**src/hw/rtl/bta_pkg.sv**
```systemverilog
// Shared constants and types for the block table heap allocator.
// No dependencies; imported by every module of the block.
package bta_pkg;

  localparam int DEF_NUM_BLOCKS  = 256;
  localparam int DEF_BLOCK_BYTES = 4096;

  localparam int ADDR_W   = 32;
  localparam int BYTES_W  = 21;
  localparam int STATUS_W = 2;
  localparam int COUNT_W  = 9;
  localparam int DIV_W    = 32;
  localparam int PADDR_W  = 3;

  // opcodes
  localparam logic OP_ALLOC = 1'b0;
  localparam logic OP_FREE  = 1'b1;

  // result status codes
  localparam logic [STATUS_W-1:0] ST_DONE    = 2'd0;
  localparam logic [STATUS_W-1:0] ST_ZERO    = 2'd1;
  localparam logic [STATUS_W-1:0] ST_NOFIT   = 2'd2;
  localparam logic [STATUS_W-1:0] ST_IGNORED = 2'd3;

  // table entry mark bits
  localparam int MARK_W     = 3;
  localparam int MARK_TAKEN = 0;
  localparam int MARK_FIRST = 1;
  localparam int MARK_NEXT  = 2;

  // register word index
  localparam logic REG_HEAP_BASE = 1'b0;

  typedef struct packed {
    logic                clr_wr;     // clearing pass: zero entry at ptr
    logic                cap;        // capture request fields
    logic                div_start;
    logic                scan_init;  // ptr to 0, drop run
    logic                step;       // ev <= ptr, ptr advances
    logic                scan_eval;  // run tracking on returned entry
    logic                need_load;
    logic                mark_init;  // ptr to start of found run
    logic                mark_wr;
    logic                walk_init;  // ptr to freed index
    logic                walk_clr;   // clear entry ev, count it
    logic                res_load;
    logic [STATUS_W-1:0] res_code;
  } cmd_t;

  typedef struct packed {
    logic op;
    logic zero_req;
    logic free_bad;
    logic div_done;
    logic over_need;
    logic idx_bad;
    logic run_hit;
    logic ev_last;
    logic ptr_last;
    logic mark_last;
    logic first_bad;
    logic walk_more;
    logic out_full;
  } sts_t;

endpackage

```
**src/hw/rtl/bta_div.sv**
```systemverilog
// Divider by a fixed divisor: reciprocal multiply, quotient valid when done pulses.
// Depends on bta_pkg.
module bta_div #(
  parameter int DIVISOR = 4096
) (
  input  logic                     clk,
  input  logic                     rst,
  input  logic                     start,
  input  logic [bta_pkg::DIV_W-1:0] dividend,
  output logic                     done,
  output logic [bta_pkg::DIV_W-1:0] quotient
);
  import bta_pkg::*;

  localparam int SH   = $clog2(DIVISOR);
  localparam int K    = DIV_W + SH;
  localparam int HALF = 17;
  localparam int PW   = DIV_W + HALF;
  localparam int SW   = DIV_W + 2 * HALF;

  // ceil(2^K / DIVISOR); error term stays below one for any 32-bit dividend
  localparam logic [63:0]     MAGIC = ((64'd1 << K) + 64'(DIVISOR) - 64'd1) / 64'(DIVISOR);
  localparam logic [HALF-1:0] M_LO  = MAGIC[HALF-1:0];
  localparam logic [HALF-1:0] M_HI  = MAGIC[2*HALF-1:HALF];

  localparam logic [1:0] PH_LO  = 2'd0;
  localparam logic [1:0] PH_HI  = 2'd1;
  localparam logic [1:0] PH_SUM = 2'd2;

  logic             busy;
  logic [1:0]       stage;
  logic [DIV_W-1:0] x;
  logic [PW-1:0]    p_lo;
  logic [PW-1:0]    p_hi;
  logic [SW-1:0]    sum;
  logic [SW-1:0]    q_full;
  logic [DIV_W-1:0] q;

  // two 32x17 partial products, summed and shifted in the last step
  assign sum      = {p_hi, {HALF{1'b0}}} + SW'(p_lo);
  assign q_full   = sum >> K;
  assign quotient = q;

  always_ff @(posedge clk) begin
    if (rst) begin
      busy  <= 1'b0;
      done  <= 1'b0;
      stage <= PH_LO;
    end else begin
      done <= 1'b0;
      if (start) begin
        busy  <= 1'b1;
        stage <= PH_LO;
      end else if (busy) begin
        stage <= stage + 2'd1;
        if (stage == PH_SUM) begin
          busy <= 1'b0;
          done <= 1'b1;
        end
      end
    end
  end

  always_ff @(posedge clk) begin
    if (start) begin
      x <= dividend;
    end else if (busy) begin
      case (stage)
        PH_LO: begin
          p_lo <= PW'(x) * PW'(M_LO);
        end
        PH_HI: begin
          p_hi <= PW'(x) * PW'(M_HI);
        end
        PH_SUM: begin
          q <= q_full[DIV_W-1:0];
        end
        default: begin
        end
      endcase
    end
  end

endmodule

```
**src/hw/rtl/bta_datapath.sv**
```systemverilog
// Datapath: block table memory, scan/walk pointers, run tracking, result register.
// Depends on bta_pkg and bta_div.
module bta_datapath #(
  parameter int NUM_BLOCKS  = 256,
  parameter int BLOCK_BYTES = 4096
) (
  input  logic                          clk,
  input  logic                          rst,
  input  bta_pkg::cmd_t                 cmd,
  output bta_pkg::sts_t                 sts,
  input  logic [bta_pkg::ADDR_W-1:0]    heap_base,
  input  logic                          opcode,
  input  logic [bta_pkg::BYTES_W-1:0]   request_bytes,
  input  logic [bta_pkg::ADDR_W-1:0]    free_address,
  output logic                          out_valid,
  input  logic                          out_ready,
  output logic [bta_pkg::ADDR_W-1:0]    result_address,
  output logic [bta_pkg::STATUS_W-1:0]  status,
  output logic [bta_pkg::COUNT_W-1:0]   block_count
);
  import bta_pkg::*;

  localparam int IW = $clog2(NUM_BLOCKS);
  localparam int CW = $clog2(NUM_BLOCKS + 1);

  logic [MARK_W-1:0] mem [NUM_BLOCKS];
  logic [MARK_W-1:0] rd_data;

  logic              op_r;
  logic [BYTES_W-1:0] bytes_r;
  logic [ADDR_W-1:0] addr_r;

  logic [IW-1:0]     ptr;
  logic [IW-1:0]     ptr_inc;
  logic [IW-1:0]     ev;
  logic [IW-1:0]     start_idx;
  logic [IW-1:0]     end_idx;
  logic [IW-1:0]     start_new;
  logic [CW-1:0]     need;
  logic [CW-1:0]     len;
  logic [CW-1:0]     new_len;
  logic [CW-1:0]     cnt;
  logic              in_run;
  logic              walk_first;
  logic [ADDR_W-1:0] alloc_addr;

  logic [DIV_W-1:0]  dividend;
  logic [DIV_W-1:0]  quot;
  logic              div_done;

  logic              taken;
  logic              mem_we;
  logic [IW-1:0]     mem_waddr;
  logic [MARK_W-1:0] mem_wdata;
  logic [MARK_W-1:0] mark;

  assign dividend = (op_r == OP_ALLOC)
                  ? DIV_W'(bytes_r) + DIV_W'(BLOCK_BYTES - 1)
                  : addr_r - heap_base;

  bta_div #(.DIVISOR(BLOCK_BYTES)) u_div (
    .clk      (clk),
    .rst      (rst),
    .start    (cmd.div_start),
    .dividend (dividend),
    .done     (div_done),
    .quotient (quot)
  );

  assign ptr_inc   = (ptr == IW'(NUM_BLOCKS - 1)) ? ptr : ptr + IW'(1);
  assign taken     = rd_data[MARK_TAKEN];
  assign new_len   = in_run ? len + CW'(1) : CW'(1);
  assign start_new = in_run ? start_idx : ev;

  always_comb begin
    mark             = '0;
    mark[MARK_TAKEN] = 1'b1;
    mark[MARK_FIRST] = (ptr == start_idx);
    mark[MARK_NEXT]  = (ptr != end_idx);
  end

  assign mem_we    = cmd.clr_wr | cmd.mark_wr | cmd.walk_clr;
  assign mem_waddr = cmd.walk_clr ? ev : ptr;
  assign mem_wdata = cmd.mark_wr ? mark : '0;

  always_ff @(posedge clk) begin
    if (mem_we) begin
      mem[mem_waddr] <= mem_wdata;
    end
    rd_data <= mem[ptr];
  end

  always_ff @(posedge clk) begin
    if (cmd.cap) begin
      op_r    <= opcode;
      bytes_r <= request_bytes;
      addr_r  <= free_address;
    end
    if (cmd.need_load) begin
      need <= CW'(quot);
    end
    if (cmd.scan_eval) begin
      if (taken) begin
        in_run <= 1'b0;
      end else begin
        in_run    <= 1'b1;
        len       <= new_len;
        start_idx <= start_new;
        end_idx   <= ev;
      end
    end else if (cmd.scan_init) begin
      in_run <= 1'b0;
    end
    if (cmd.step) begin
      ev <= ptr;
    end
    if (cmd.walk_init) begin
      cnt        <= '0;
      walk_first <= 1'b1;
    end else if (cmd.walk_clr) begin
      cnt        <= cnt + CW'(1);
      walk_first <= 1'b0;
    end
    if (cmd.mark_wr) begin
      alloc_addr <= heap_base + ADDR_W'(ADDR_W'(start_idx) * ADDR_W'(BLOCK_BYTES));
    end
  end

  always_ff @(posedge clk) begin
    if (rst) begin
      ptr <= '0;
    end else if (cmd.scan_init) begin
      ptr <= '0;
    end else if (cmd.walk_init) begin
      ptr <= IW'(quot);
    end else if (cmd.mark_init) begin
      ptr <= start_new;
    end else if (cmd.clr_wr || cmd.mark_wr || cmd.step) begin
      ptr <= ptr_inc;
    end
  end

  always_ff @(posedge clk) begin
    if (rst) begin
      out_valid <= 1'b0;
    end else if (cmd.res_load) begin
      out_valid <= 1'b1;
    end else if (out_ready) begin
      out_valid <= 1'b0;
    end
  end

  always_ff @(posedge clk) begin
    if (cmd.res_load) begin
      status         <= cmd.res_code;
      result_address <= '0;
      block_count    <= '0;
      if (cmd.res_code == ST_DONE) begin
        if (op_r == OP_ALLOC) begin
          result_address <= alloc_addr;
          block_count    <= COUNT_W'(need);
        end else begin
          block_count    <= COUNT_W'(cnt);
        end
      end
    end
  end

  always_comb begin
    sts           = '0;
    sts.op        = op_r;
    sts.zero_req  = (bytes_r == '0);
    sts.free_bad  = (addr_r == '0) || (addr_r < heap_base);
    sts.div_done  = div_done;
    sts.over_need = quot > DIV_W'(NUM_BLOCKS);
    sts.idx_bad   = quot >= DIV_W'(NUM_BLOCKS);
    sts.run_hit   = !taken && (new_len == need);
    sts.ev_last   = (ev == IW'(NUM_BLOCKS - 1));
    sts.ptr_last  = (ptr == IW'(NUM_BLOCKS - 1));
    sts.mark_last = (ptr == end_idx);
    sts.first_bad = walk_first && !rd_data[MARK_FIRST];
    sts.walk_more = rd_data[MARK_NEXT] && (ev != IW'(NUM_BLOCKS - 1));
    sts.out_full  = out_valid && !out_ready;
  end

endmodule

```
**src/hw/rtl/bta_ctrl.sv**
```systemverilog
// Controller state machine: sequences clearing, division, scan, marking and free walk.
// Depends on bta_pkg.
module bta_ctrl (
  input  logic          clk,
  input  logic          rst,
  input  logic          in_valid,
  output logic          in_ready,
  input  bta_pkg::sts_t sts,
  output bta_pkg::cmd_t cmd
);
  import bta_pkg::*;

  localparam logic [3:0] S_CLEAR = 4'd0;
  localparam logic [3:0] S_IDLE  = 4'd1;
  localparam logic [3:0] S_PREP  = 4'd2;
  localparam logic [3:0] S_DIV   = 4'd3;
  localparam logic [3:0] S_CHECK = 4'd4;
  localparam logic [3:0] S_SCAN0 = 4'd5;
  localparam logic [3:0] S_SCAN  = 4'd6;
  localparam logic [3:0] S_MARK  = 4'd7;
  localparam logic [3:0] S_WALK0 = 4'd8;
  localparam logic [3:0] S_WALK  = 4'd9;
  localparam logic [3:0] S_FIN   = 4'd10;

  logic [3:0]          state;
  logic [3:0]          state_next;
  logic [STATUS_W-1:0] code;
  logic [STATUS_W-1:0] code_next;

  assign in_ready = (state == S_IDLE);

  always_comb begin
    state_next   = state;
    code_next    = code;
    cmd          = '0;
    cmd.res_code = code;
    case (state)
      S_CLEAR: begin
        cmd.clr_wr = 1'b1;
        if (sts.ptr_last) state_next = S_IDLE;
      end
      S_IDLE: begin
        if (in_valid) begin
          cmd.cap    = 1'b1;
          state_next = S_PREP;
        end
      end
      S_PREP: begin
        if (sts.op == OP_ALLOC && sts.zero_req) begin
          code_next  = ST_ZERO;
          state_next = S_FIN;
        end else if (sts.op == OP_FREE && sts.free_bad) begin
          code_next  = ST_IGNORED;
          state_next = S_FIN;
        end else begin
          cmd.div_start = 1'b1;
          state_next    = S_DIV;
        end
      end
      S_DIV: begin
        if (sts.div_done) state_next = S_CHECK;
      end
      S_CHECK: begin
        if (sts.op == OP_ALLOC) begin
          if (sts.over_need) begin
            code_next  = ST_NOFIT;
            state_next = S_FIN;
          end else begin
            cmd.need_load = 1'b1;
            cmd.scan_init = 1'b1;
            state_next    = S_SCAN0;
          end
        end else begin
          if (sts.idx_bad) begin
            code_next  = ST_IGNORED;
            state_next = S_FIN;
          end else begin
            cmd.walk_init = 1'b1;
            state_next    = S_WALK0;
          end
        end
      end
      S_SCAN0: begin
        cmd.step   = 1'b1;
        state_next = S_SCAN;
      end
      S_SCAN: begin
        cmd.scan_eval = 1'b1;
        if (sts.run_hit) begin
          cmd.mark_init = 1'b1;
          state_next    = S_MARK;
        end else if (sts.ev_last) begin
          code_next  = ST_NOFIT;
          state_next = S_FIN;
        end else begin
          cmd.step = 1'b1;
        end
      end
      S_MARK: begin
        cmd.mark_wr = 1'b1;
        if (sts.mark_last) begin
          code_next  = ST_DONE;
          state_next = S_FIN;
        end
      end
      S_WALK0: begin
        cmd.step   = 1'b1;
        state_next = S_WALK;
      end
      S_WALK: begin
        if (sts.first_bad) begin
          code_next  = ST_IGNORED;
          state_next = S_FIN;
        end else begin
          cmd.walk_clr = 1'b1;
          if (sts.walk_more) begin
            cmd.step = 1'b1;
          end else begin
            code_next  = ST_DONE;
            state_next = S_FIN;
          end
        end
      end
      S_FIN: begin
        if (!sts.out_full) begin
          cmd.res_load = 1'b1;
          state_next   = S_IDLE;
        end
      end
      default: begin
        state_next = S_IDLE;
      end
    endcase
  end

  always_ff @(posedge clk) begin
    if (rst) begin
      state <= S_CLEAR;
      code  <= ST_DONE;
    end else begin
      state <= state_next;
      code  <= code_next;
    end
  end

endmodule

```
**src/hw/rtl/block_table_heap_allocator.sv**
```systemverilog
// First-fit block table heap allocator. After reset the block runs a clearing pass over
// the table memory and takes no request until it ends (register writes are taken
// throughout). One request is in work at a time. An allocate uses the reciprocal multiply
// (two partial products, then a sum) to round the size to blocks, then a scan of one
// table entry per cycle up to the index where the first fitting run ends (at most
// NUM_BLOCKS - 1), then marks the run. A free uses the same multiply to find the block
// index, then walks and clears the has-next chain one entry per cycle. A result can wait
// in the output register while the next request is accepted. block_count carries the
// low 9 bits.
module block_table_heap_allocator #(
  parameter int NUM_BLOCKS  = bta_pkg::DEF_NUM_BLOCKS,
  parameter int BLOCK_BYTES = bta_pkg::DEF_BLOCK_BYTES
) (
  input  logic                          clk,
  input  logic                          rst,
  input  logic                          psel,
  input  logic                          penable,
  input  logic                          pwrite,
  input  logic [bta_pkg::PADDR_W-1:0]   paddr,
  input  logic [31:0]                   pwdata,
  output logic [31:0]                   prdata,
  output logic                          pready,
  input  logic                          in_valid,
  output logic                          in_ready,
  input  logic                          opcode,
  input  logic [bta_pkg::BYTES_W-1:0]   request_bytes,
  input  logic [bta_pkg::ADDR_W-1:0]    free_address,
  output logic                          out_valid,
  input  logic                          out_ready,
  output logic [bta_pkg::ADDR_W-1:0]    result_address,
  output logic [bta_pkg::STATUS_W-1:0]  status,
  output logic [bta_pkg::COUNT_W-1:0]   block_count
);
  import bta_pkg::*;

  logic [ADDR_W-1:0] heap_base;
  cmd_t              cmd;
  sts_t              sts;

  assign pready = 1'b1;
  assign prdata = (paddr[2] == REG_HEAP_BASE) ? heap_base : '0;

  always_ff @(posedge clk) begin
    if (rst) begin
      heap_base <= '0;
    end else if (psel && penable && pwrite && paddr[2] == REG_HEAP_BASE) begin
      heap_base <= pwdata;
    end
  end

  bta_ctrl u_ctrl (
    .clk      (clk),
    .rst      (rst),
    .in_valid (in_valid),
    .in_ready (in_ready),
    .sts      (sts),
    .cmd      (cmd)
  );

  bta_datapath #(
    .NUM_BLOCKS  (NUM_BLOCKS),
    .BLOCK_BYTES (BLOCK_BYTES)
  ) u_dp (
    .clk            (clk),
    .rst            (rst),
    .cmd            (cmd),
    .sts            (sts),
    .heap_base      (heap_base),
    .opcode         (opcode),
    .request_bytes  (request_bytes),
    .free_address   (free_address),
    .out_valid      (out_valid),
    .out_ready      (out_ready),
    .result_address (result_address),
    .status         (status),
    .block_count    (block_count)
  );

endmodule
```
**config.mk**
```make
export PLATFORM = sky130hd
export DESIGN_NAME = block_table_heap_allocator
export DESIGN_NICKNAME = d
export VERILOG_FILES = /design/src/hw/rtl/bta_pkg.sv /design/src/hw/rtl/bta_div.sv /design/src/hw/rtl/bta_datapath.sv /design/src/hw/rtl/bta_ctrl.sv /design/src/hw/rtl/block_table_heap_allocator.sv
export SDC_FILE = /design/constraint.sdc
export NUM_CORES = 1
export LEC_CHECK = 0
export CAP_MARGIN = 15
export CORE_UTILIZATION = 40
export DETAILED_ROUTE_END_ITERATION = 7
export DONT_BUFFER_PORTS = 1
export GPL_TIMING_DRIVEN = 0
export PLACE_DENSITY = 0.61
export SETUP_SLACK_MARGIN = 0.2
export SLEW_MARGIN = 0
export SYNTH_ARGS = -nofsm -noshare
export SYNTH_HDL_FRONTEND = slang
export SYNTH_SLANG_ARGS = --single-unit
```
**constraint.sdc**
```tcl
create_clock -name clk -period 14.6 [get_ports clk]
set_input_delay 0 -clock clk [delete_from_list [all_inputs] [get_ports clk]]
set_output_delay 0 -clock clk [all_outputs]
set_load 0.01 [all_outputs]
```
==> results of run 1 <==
## critical path, cell delays in order (launching register included)
cell	delay, ns
dfxtp_1	0.36
clkbuf_1	0.87
clkbuf_1	0.71
buf_1	0.82
buf_2	0.50
inv_1	0.11
a32o_1	0.31
nand2_1	0.49
clkbuf_1	1.01
nor2_1	0.29
## final cells by class
cell class	instances	area [um^2]	area share
buffer	133	509.2	0.009848
clock buffer	142	2869	0.05548
clock inverter	51	510.5	0.009872
inverter	51	198.9	0.003847
multi-input combinational	1381	12020	0.2325
sequential	1064	31310	0.6055
tap	1414	1769	0.03421
timing repair buffer	225	2521	0.04876
## layer usage
metal / GRT usage / wire, um / share of wire / vias up
li1: - / - / - / 10900
met1: 0.2747 / 46500 / 0.40 / 13040
met2: 0.3552 / 58650 / 0.50 / 1225
met3: 0.03965 / 8985 / 0.076 / 208
met4: 0.06756 / 3526 / 0.030 / 0
met5: 0 / 0 / 0 / -
## power breakdown
| group | switching (uW) | internal, uW |
|---|---|---|
| Clock | 1150 | 1500 |
| Sequential | 38.6 | 3380 |
| Combinational | 754 | 423 |
| Total | 1950 | 5310 |
## cell usage in the layout (no fill, tap or decap), types with 17 or more instances in the layout
| cell type | n |
|---|---|
| dlygate4sd3_1 | 173 |
| buf_8 | 21 |
| nor3_1 | 24 |
| a21oi_1 | 77 |
| edfxtp_1 | 1000 |
| nor2_1 | 365 |
| clkbuf_16 | 107 |
| nor4_1 | 18 |
| and2_1 | 43 |
| xnor2_1 | 35 |
| ha_1 | 44 |
| mux4_2 | 251 |
| clkbuf_1 | 123 |
| nand2_1 | 172 |
| dfxtp_1 | 64 |
| xor2_1 | 43 |
| nand3_1 | 28 |
| a21o_1 | 17 |
| inv_1 | 49 |
| o21ai_0 | 39 |
| buf_1 | 33 |
| mux2i_1 | 18 |
## metrics by stage
step	instance area, um^2	setup WS (ns)	setup TNS, ns
global route	51710	8.767	0
detailed placement	46510	8.969	0
floorplan	43990	1.093	0
finish	51710	8.763	0
CTS	51620	8.951	0
global placement	45760	-9.658	-3147.60
## worst max path at each step
stage / startpoint / to / slack (ns)
after floorplan: u_dp.ptr[1]$_SDFFE_PP0P_ / u_dp.mem[0][1]$_DFFE_PP_ / 1.09
after global placement: u_dp.ptr[1]$_SDFFE_PP0P_ / u_dp.mem[122][1]$_DFFE_PP_ / -9.66
after detailed placement: u_dp.ptr[1]$_SDFFE_PP0P_ / u_dp.mem[133][1]$_DFFE_PP_ / 8.97
after CTS: u_dp.ptr[1]$_SDFFE_PP0P_ / u_dp.mem[117][2]$_DFFE_PP_ / 8.95
after global routing: u_dp.ptr[1]$_SDFFE_PP0P_ / u_dp.mem[117][2]$_DFFE_PP_ / 8.77
final: u_dp.ptr[1]$_SDFFE_PP0P_ / u_dp.mem[117][2]$_DFFE_PP_ / 8.76
## sequential cells by signal, indices dropped and copies added (netlist names), 20 cells and up
signal,flops
u_dp.addr_r,32
u_dp.u_div.x,20
u_dp.u_div.p_hi,20
heap_base,32
u_dp.mem,768
u_dp.result_address,32
u_dp.u_div.quotient,20
u_dp.bytes_r,21
u_dp.alloc_addr,32
## kinds of logic after synthesis
logic type | share of synthesized area
compound gates | 0.03123
mux | 0.1351
buf+inv | 0.01593
other cells | 0.00008524
fa+ha+maj | 0.01297
simple gates | 0.07744
flops | 0.7117
xor+xnor | 0.01553
==> run summary, run 1 <==
status = completed
synth cell count leaders = edfxtp_1 (1000), nor2_1 (368), mux4_2 (251)
RSZ-0062 raised after global routing = no
CTS tree = yes
Yosys reg bits = 1064
fin crit period = 5.837 ns
1st-iter DRT viols = 2933
CTS Buf Count = 106
Async SR Flop Fraction = 0
EDFF count, synth = 1000
cell accounting for the most synthesized area = edfxtp_1
Worst Path Required = 14.97 ns
Total GRT Usage = 0.2106
Remaining Overflow, GRT = 0
reg2reg start = u_dp.ptr[1]$_SDFFE_PP0P_
final worst path period share = 0.3998
I/O Pins = 174
Port Buffers = 0
nets = 3103
CTS Root Cell = clkbuf_16
R2R depth = 9
vias per inst = 5.689
most instantiated library cell after synthesis = edfxtp_1
Detail Placement HPWL = 80.84 mm
# Max-Cap Violations = 0
synth-to-layout area growth = 17.54%
# clock sinks = 1064
drc violations = 0
drt wl/cell = 26.38 um
Mapped Area = 43990 um^2
die footprint = 111300 um^2
Syn Area/Cell = 16.73 um^2
DRT Pass-1 Iters = 7
Critical Path AT = 6.21 ns
GP Congestion = 0.9220
CTS Buffer Depth = 3
first-pass GRT wire length = 171.6 mm
largest net degree at the start of global routing = 166
hold path depth = 3
Ant. Diodes = 0
Hold Crit Endpoint = u_ctrl.state[3]$_SDFFE_PP0P_
Die Height = 333.6 um
vias in the first global route = 25650
Reg clk slew, reported paths = 0.06 ns
worst reg2reg setup slack = 8.76 ns
share of layout cells above drive strength 1 = 0.1608
clk_lat worst skew = 0.71 ns
FMAX = 0.1713 GHz
WL final = 117.7 mm
Slew HR = 0.1221
core area = 109000 um^2
clk_skew = 0.05495 ns
cell row count = 121
nature of the critical path startpoint = register
P_leak = 0.01396 uW
hold buffers post-CTS = 173
Final Non-Filler Cells = 4461
Initial Utilization = 0.4036
DIE WIDTH = 333.6 um
Mapped Nets = 2770
Tot Pwr = 7257 uW
post-CTS setup buffers = 0
antenna violations before repair = 0
hold slack = 0.05111 ns
final hold violations = 0
Inst Count DP = 4089
critical path endpoint category = register
min-delay src = rst
WS Path Type = reg2reg
Fill cells = 9052
Peak VDD IR = 0.1039 mV
CP Max Fanout = 10
Pwr per Cell Area = 140.3 nW/um^2
Routed Antenna Nets = 0
Setup-failing EPs final = 0
Seq/Total Area, Yosys = 0.7117
Ys Warns = 0
Core Util, Final = 0.4744
distinct cell type count after synthesis = 73
CTS H-tree lvls = 3
Cells after Synth = 2629
via count = 25380
RR Endpoint = u_dp.mem[117][2]$_DFFE_PP_
final-report max-slew violation count = 0
worst-margin pin slew = 1.317 ns
share of the synthesized area in the top cell type = 0.6826
CTS resizes = 0
Hold WC Path Type = in2reg
synth top area cells = edfxtp_1 (68%), mux4_2 (13%), nor2_1 (3.1%)
Synth Flop Type = edfxtp_1
No activity file was read; power rests on OpenSTA's default activity.
==> inputs of run 2 (changes only) <==
- PLACE_DENSITY: 0.61 -> 0.63
- clock period: 14.6 -> 4.7 ns (I/O delays scaled with it)
==> run summary, run 2 (synthesis results as in run 1) <==
Total GRT Usage = 0.2095 (-0.001103)
DRT Pass-1 Iters = 6 (-1)
status = completed
GP Congestion = 0.8933 (-3.1%)
synth-to-layout area growth = 18.00%
via count = 25450 (+0.29%)
vias in the first global route = 25770 (+0.48%)
clk_skew = 0.06702 ns (+0.01208 ns)
min-delay src = pwdata[2]
critical path endpoint category = register
Worst Path Required = 5.27 ns (-9.70 ns)
Tot Pwr = 22780 uW (+210%)
Post-Place Cell Area = 46700 um^2 (+0.40%)
vias per inst = 5.708 (+0.33%)
Setup-failing EPs final = 0 (unchanged)
die footprint = 111300 um^2 (unchanged)
Die Height = 333.6 um (unchanged)
antenna violations before repair = 4 (+4)
P_leak = 0.01411 uW (+1.0%)
Hold Crit Endpoint = heap_base[2]$_SDFFE_PP0P_
clk_lat worst skew = 0.70 ns (about the same)
CTS tree = yes
Largest Register = u_dp.mem
nature of the critical path startpoint = register
CTS Buf Count = 105 (-0.94%)
CTS Root Cell = clkbuf_16
DIE WIDTH = 333.6 um (unchanged)
Port Buffers = 0 (unchanged)
worst reg2reg setup slack = 0.43 ns (-8.33 ns)
area of the multi-input gates = 12030 um^2 (about the same)
max reg flops = 768 (unchanged)
CP Max Fanout = 10 (unchanged)
Peak VDD IR = 0.3106 mV (+200%)
Critical Path AT = 4.84 ns (-1.37 ns)
RR Endpoint = u_dp.rd_data[2]$_DFF_P_
Initial Utilization = 0.4036 (unchanged)
worst-margin pin slew = 1.305 ns (-0.01181 ns)
core area = 109000 um^2 (unchanged)
commonest non-fill, non-tap cell in the layout = edfxtp_1
CTS Buffer Depth = 3 (unchanged)
Hold WC Path Type = in2reg
Remaining Overflow, GRT = 0 (unchanged)
final-report max-slew violation count = 0 (unchanged)
Fill cells = 9043 (-0.099%)
Storage cell area = 31310 um^2 (about the same)
# clock sinks = 1064 (unchanged)
WL final = 117.0 mm (-0.60%)
reg2reg start = u_dp.ptr[0]$_SDFFE_PP0P_
nets = 3089 (-0.45%)
final worst path period share = 0.9083 (+0.5085)
final hold violations = 0 (unchanged)
RSZ-0062 raised after global routing = yes
WS Path Type = reg2reg
drc violations = 0 (unchanged)
Routed Antenna Nets = 0 (unchanged)
Detail Placement HPWL = 80.00 mm (-1.0%)
setup ws final = 0.4311 ns (-8.332 ns)
first-pass GRT wire length = 170.3 mm (-0.77%)
hold path depth = 3 (unchanged)
Slew HR = 0.1299 (+0.007876)
Pwr per Cell Area = 438.7 nW/um^2 (+210%)
Post-Layout Inst Area = 51910 um^2 (+0.39%)
# Max-Cap Violations = 0 (unchanged)
I/O Pins = 174 (unchanged)
1st-iter DRT viols = 3002 (+2.4%)
share of layout cells above drive strength 1 = 0.1688 (+0.007936)
cell row count = 121 (unchanged)
Reg clk slew, reported paths = 0.06 ns (about the same)
most frequent cells in the layout = edfxtp_1 (1000), nor2_1 (365), mux4_2 (251), nand2_1 (172), dlygate4sd3_1 (165)
FMAX = 0.2343 GHz (+37%)
drt wl/cell = 26.23 um (-0.55%)
Core Util, Final = 0.4762 (+0.001860)
dpl ws = 0.2048 ns (-8.764 ns)
R2R depth = 9 (unchanged)
CTS H-tree lvls = 3 (unchanged)
fin crit period = 4.269 ns (-1.568 ns)
largest net degree at the start of global routing = 156 (-6.0%)
[run 2: worst max path at each step]
stage,startpoint,endpoint,slack (ns),cells after the start
2_1_floorplan,u_dp.ptr[1]$_SDFFE_PP0P_,u_dp.mem[0][1]$_DFFE_PP_,-0.63,7
5_1_grt,u_dp.ptr[0]$_SDFFE_PP0P_,u_dp.rd_data[0]$_DFF_P_,0.19,8
6_report,u_dp.ptr[0]$_SDFFE_PP0P_,u_dp.rd_data[2]$_DFF_P_,0.43,9
4_1_cts,u_dp.ptr[0]$_SDFFE_PP0P_,u_dp.rd_data[2]$_DFF_P_,0.21,8
3_3_place_gp,u_dp.ptr[5]$_SDFFE_PP0P_,u_dp.mem[121][1]$_DFFE_PP_,-4.43,5
3_5_place_dp,u_dp.ptr[0]$_SDFFE_PP0P_,u_dp.rd_data[2]$_DFF_P_,0.20,8
[run 2: cell type report]
cell class                      instances  area share
Sequential cell                      1064      0.6032
Multi-Input combinational cell       1381      0.2317
Clock buffer                          132     0.05394
Timing Repair Buffer                  212     0.04820
Tap cell                             1414     0.03408
Clock inverter                         67     0.01261
Buffer                                133     0.01222
Inverter                               51    0.003832
Antenna cell                            5   0.0002410
[run 2: metal layers]
| layer | global-route usage | vias up | share of wire |
|---|---|---|---|
| li1 | - | 10890 | - |
| met3 | 0.04163 | 246 | 0.087 |
| met4 | 0.08060 | 2 | 0.037 |
| met1 | 0.2733 | 12980 | 0.38 |
| met5 | 0 | - | 0.00012 |
| met2 | 0.3456 | 1340 | 0.49 |
[run 2: power breakdown]
| part | switching [uW] | total [uW] | leakage (uW) | internal [uW] |
|---|---|---|---|---|
| Combinational | 2350 | 3750 | 0.00444 | 1400 |
| Clock | 3640 | 8390 | 0.00168 | 4750 |
| Sequential | 120 | 10600 | 0.00799 | 10500 |
| Total | 6120 | 22800 | 0.0141 | 16700 |
[run 2: timing repair]
item / 4_1_cts / 5_1_grt
endpoints found under the setup margin: 0 / 10
resized for setup: 0 / 5
hold buffers: 165 / 0
endpoints found under the hold margin: 118 / 0
buffers inserted: 0 / 0
[run 2: worst max-delay path, cell delays in order, from the launching register on]
cell and delay, ns:
dfxtp_2 0.36, buf_6 0.26, clkbuf_1 0.62, buf_1 0.61, buf_8 0.24, mux4_2 0.52, mux4_2 0.51, mux4_2 0.61
a22oi_1 0.25, nand3_1 0.12
[run 2: metrics by stage]
step	hold slack [ns]	std cells	setup TNS (ns)
floorplan	0.09887	2629	-311.56
global placement	0.09893	4043	-2776.34
detailed placement	0.09891	4083	0
CTS	0.003319	4447	0
global route	0.04727	4456	0
finish	0.04753	4459	0
==> inputs of run 3 (changes only) <==
- PLACE_DENSITY: 0.63 -> 0.67
==> run summary, run 3 (synthesis results as in run 1) <==
status = completed
Routed Antenna Nets = 0 (unchanged)
synth-to-layout area growth = 18.25%
most frequent cells in the layout = edfxtp_1 (1000), nor2_1 (365), mux4_2 (251), nand2_1 (172), dlygate4sd3_1 (156)
CTS Buffer Depth = 3 (unchanged)
# clock sinks = 1064 (unchanged)
cell row count = 121 (unchanged)
CTS Buf Count = 105 (unchanged)
min-delay src = request_bytes[14]
# Max-Cap Violations = 0 (unchanged)
Slew HR = 0.1591 (+0.02920)
1st-iter DRT viols = 3361 (+12%)
Post-Place Cell Area = 46770 um^2 (+0.15%)
drc violations = 0 (unchanged)
Reg clk slew, reported paths = 0.06 ns (about the same)
worst reg2reg setup slack = 0.32 ns (-0.11 ns)
R2R depth = 9 (unchanged)
final hold violations = 0 (unchanged)
final worst path period share = 0.9314 (+0.02316)
max reg flops = 768 (unchanged)
Inst Count DP = 4081 (-0.049%)
nature of the critical path startpoint = register
GP Congestion = 0.8860 (-0.82%)
core area = 109000 um^2 (unchanged)
crit path to = u_dp.rd_data[0]$_DFF_P_
RR Endpoint = u_dp.rd_data[0]$_DFF_P_
antenna violations before repair = 6 (+2)
CP Max Fanout = 10 (unchanged)
Final Non-Filler Cells = 4449 (-0.22%)
clk_skew = 0.06922 ns (+0.002194 ns)
Hold WC Path Type = in2reg
crit path from = u_dp.ptr[0]$_SDFFE_PP0P_
Detail Placement HPWL = 76.52 mm (-4.3%)
Critical Path AT = 4.91 ns (+0.07 ns)
P_leak = 0.01415 uW (+0.28%)
DRT Pass-1 Iters = 6 (unchanged)
Setup-failing EPs final = 0 (unchanged)
Die Height = 333.6 um (unchanged)
first-pass GRT wire length = 169.0 mm (-0.75%)
hold path depth = 1 (-2)
vias per inst = 5.789 (+1.4%)
Post-Layout Inst Area = 52020 um^2 (+0.21%)
via count = 25760 (+1.2%)
critical path endpoint category = register
commonest non-fill, non-tap cell in the layout = edfxtp_1
Peak VDD IR = 0.3247 mV (+4.5%)
reg2reg start = u_dp.ptr[0]$_SDFFE_PP0P_
clk_lat worst skew = 0.70 ns (about the same)
WS Path Type = reg2reg
nets = 3077 (-0.39%)
Largest Register = u_dp.mem
largest net degree at the start of global routing = 146 (-6.4%)
Worst Path Required = 5.23 ns (-0.04 ns)
WL final = 115.4 mm (-1.3%)
vias in the first global route = 25640 (-0.50%)
final-report max-slew violation count = 0 (unchanged)
worst-margin pin slew = 1.261 ns (-0.04379 ns)
Total GRT Usage = 0.2058 (-0.003684)
FMAX = 0.2284 GHz (-2.5%)
CTS Root Cell = clkbuf_16
Core Util, Final = 0.4773 (+0.001021)
Pwr per Cell Area = 443.1 nW/um^2 (+1.0%)
share of layout cells above drive strength 1 = 0.1708 (+0.002046)
CTS tree = yes
CTS H-tree lvls = 3 (unchanged)
I/O Pins = 174 (unchanged)
fin crit period = 4.378 ns (+0.1089 ns)
die footprint = 111300 um^2 (unchanged)
Port Buffers = 0 (unchanged)
Remaining Overflow, GRT = 0 (unchanged)
drt wl/cell = 25.95 um (-1.1%)
DIE WIDTH = 333.6 um (unchanged)
Initial Utilization = 0.4036 (unchanged)
RSZ-0062 raised after global routing = no
Fill cells = 8987 (-0.62%)
==> run 3: changes by cell type in the layout (fill, tap and decap cells not counted), sizes merged <==
cell and delta:
clkinv -4, diode +3, bufinv +4, inv -1
dlygate4sd3 -9, clkbuf +1, clkdlybuf4s15 +3, buf -7
==> run 3: worst max-delay path, stage by stage, from the launching register on <==
cell      delay, ns
dfxtp_2        0.37
buf_6          0.25
clkbuf_1       0.66
buf_1          0.56
buf_8          0.26
mux4_2         0.53
mux4_2         0.52
mux4_2         0.55
a22oi_1        0.36
nand3_1        0.14
==> run 3: stage by stage <==
step                hold WS [ns]  setup slack [ns]  power (uW)  setup TNS [ns]
floorplan                0.09887           -0.6322       13060         -311.56
global placement         0.09892            -4.559       14300        -2892.77
detailed placement       0.09891            0.1492       14410               0
CTS                    0.0004881            0.2026       23070               0
global route          -0.0001962            0.2120       23650               0
finish                  0.004083            0.3223       23050               0
==> run 3: how the worst min path moves through the flow <==
| stage | to | slack, ns |
|---|---|---|
| floorplan | u_dp.addr_r[0]$_DFFE_PP_ | 0.1 |
| global placement | u_dp.bytes_r[3]$_DFFE_PP_ | 0.1 |
| detailed placement | u_dp.bytes_r[3]$_DFFE_PP_ | 0.1 |
| CTS | heap_base[12]$_SDFFE_PP0P_ | 0.0005 |
| global route | u_dp.addr_r[9]$_DFFE_PP_ | -0.0002 |
| finish | u_dp.bytes_r[14]$_DFFE_PP_ | 0.004 |
==> run 3: metal layers <==
metal  up-vias  part of all wire  GRT usage
li1      10850                 -          -
met1     13160              0.39     0.2775
met2      1477              0.49     0.3361
met3       273             0.087    0.03820
met4         0             0.032    0.06952
met5         -                 0          0
==> run 3: layout make-up <==
| cell class | count | area, um^2 | area share |
|---|---|---|---|
| sequential | 1064 | 31310 | 0.6019 |
| multi-input combinational | 1381 | 12030 | 0.2313 |
| clock buffer | 132 | 2811 | 0.05404 |
| timing repair buffer | 200 | 2476 | 0.04760 |
| tap | 1414 | 1769 | 0.03401 |
| clock inverter | 66 | 743.2 | 0.01429 |
| buffer | 133 | 659.4 | 0.01267 |
| inverter | 51 | 198.9 | 0.003824 |
| antenna | 8 | 20.02 | 0.0003848 |
==> run 3: timing repair <==
action | 4_1_cts | 5_1_grt
hold buffers | 156 | 0
endpoints found under the hold margin | 116 | 0
setup buffers | 0 | 0
setup endpoints to repair | 2 | 2
resized for setup | 8 | 6
pin swaps | 0 | 0
==> run 3: report_power, final <==
part           internal (uW)  total [uW]  leakage [uW]  switching, uW
sequential             10500       10600       0.00799            113
combinational           1410        3770       0.00444           2360
clock                   4980        8660       0.00172           3680
total                  16900       23100        0.0141           6160
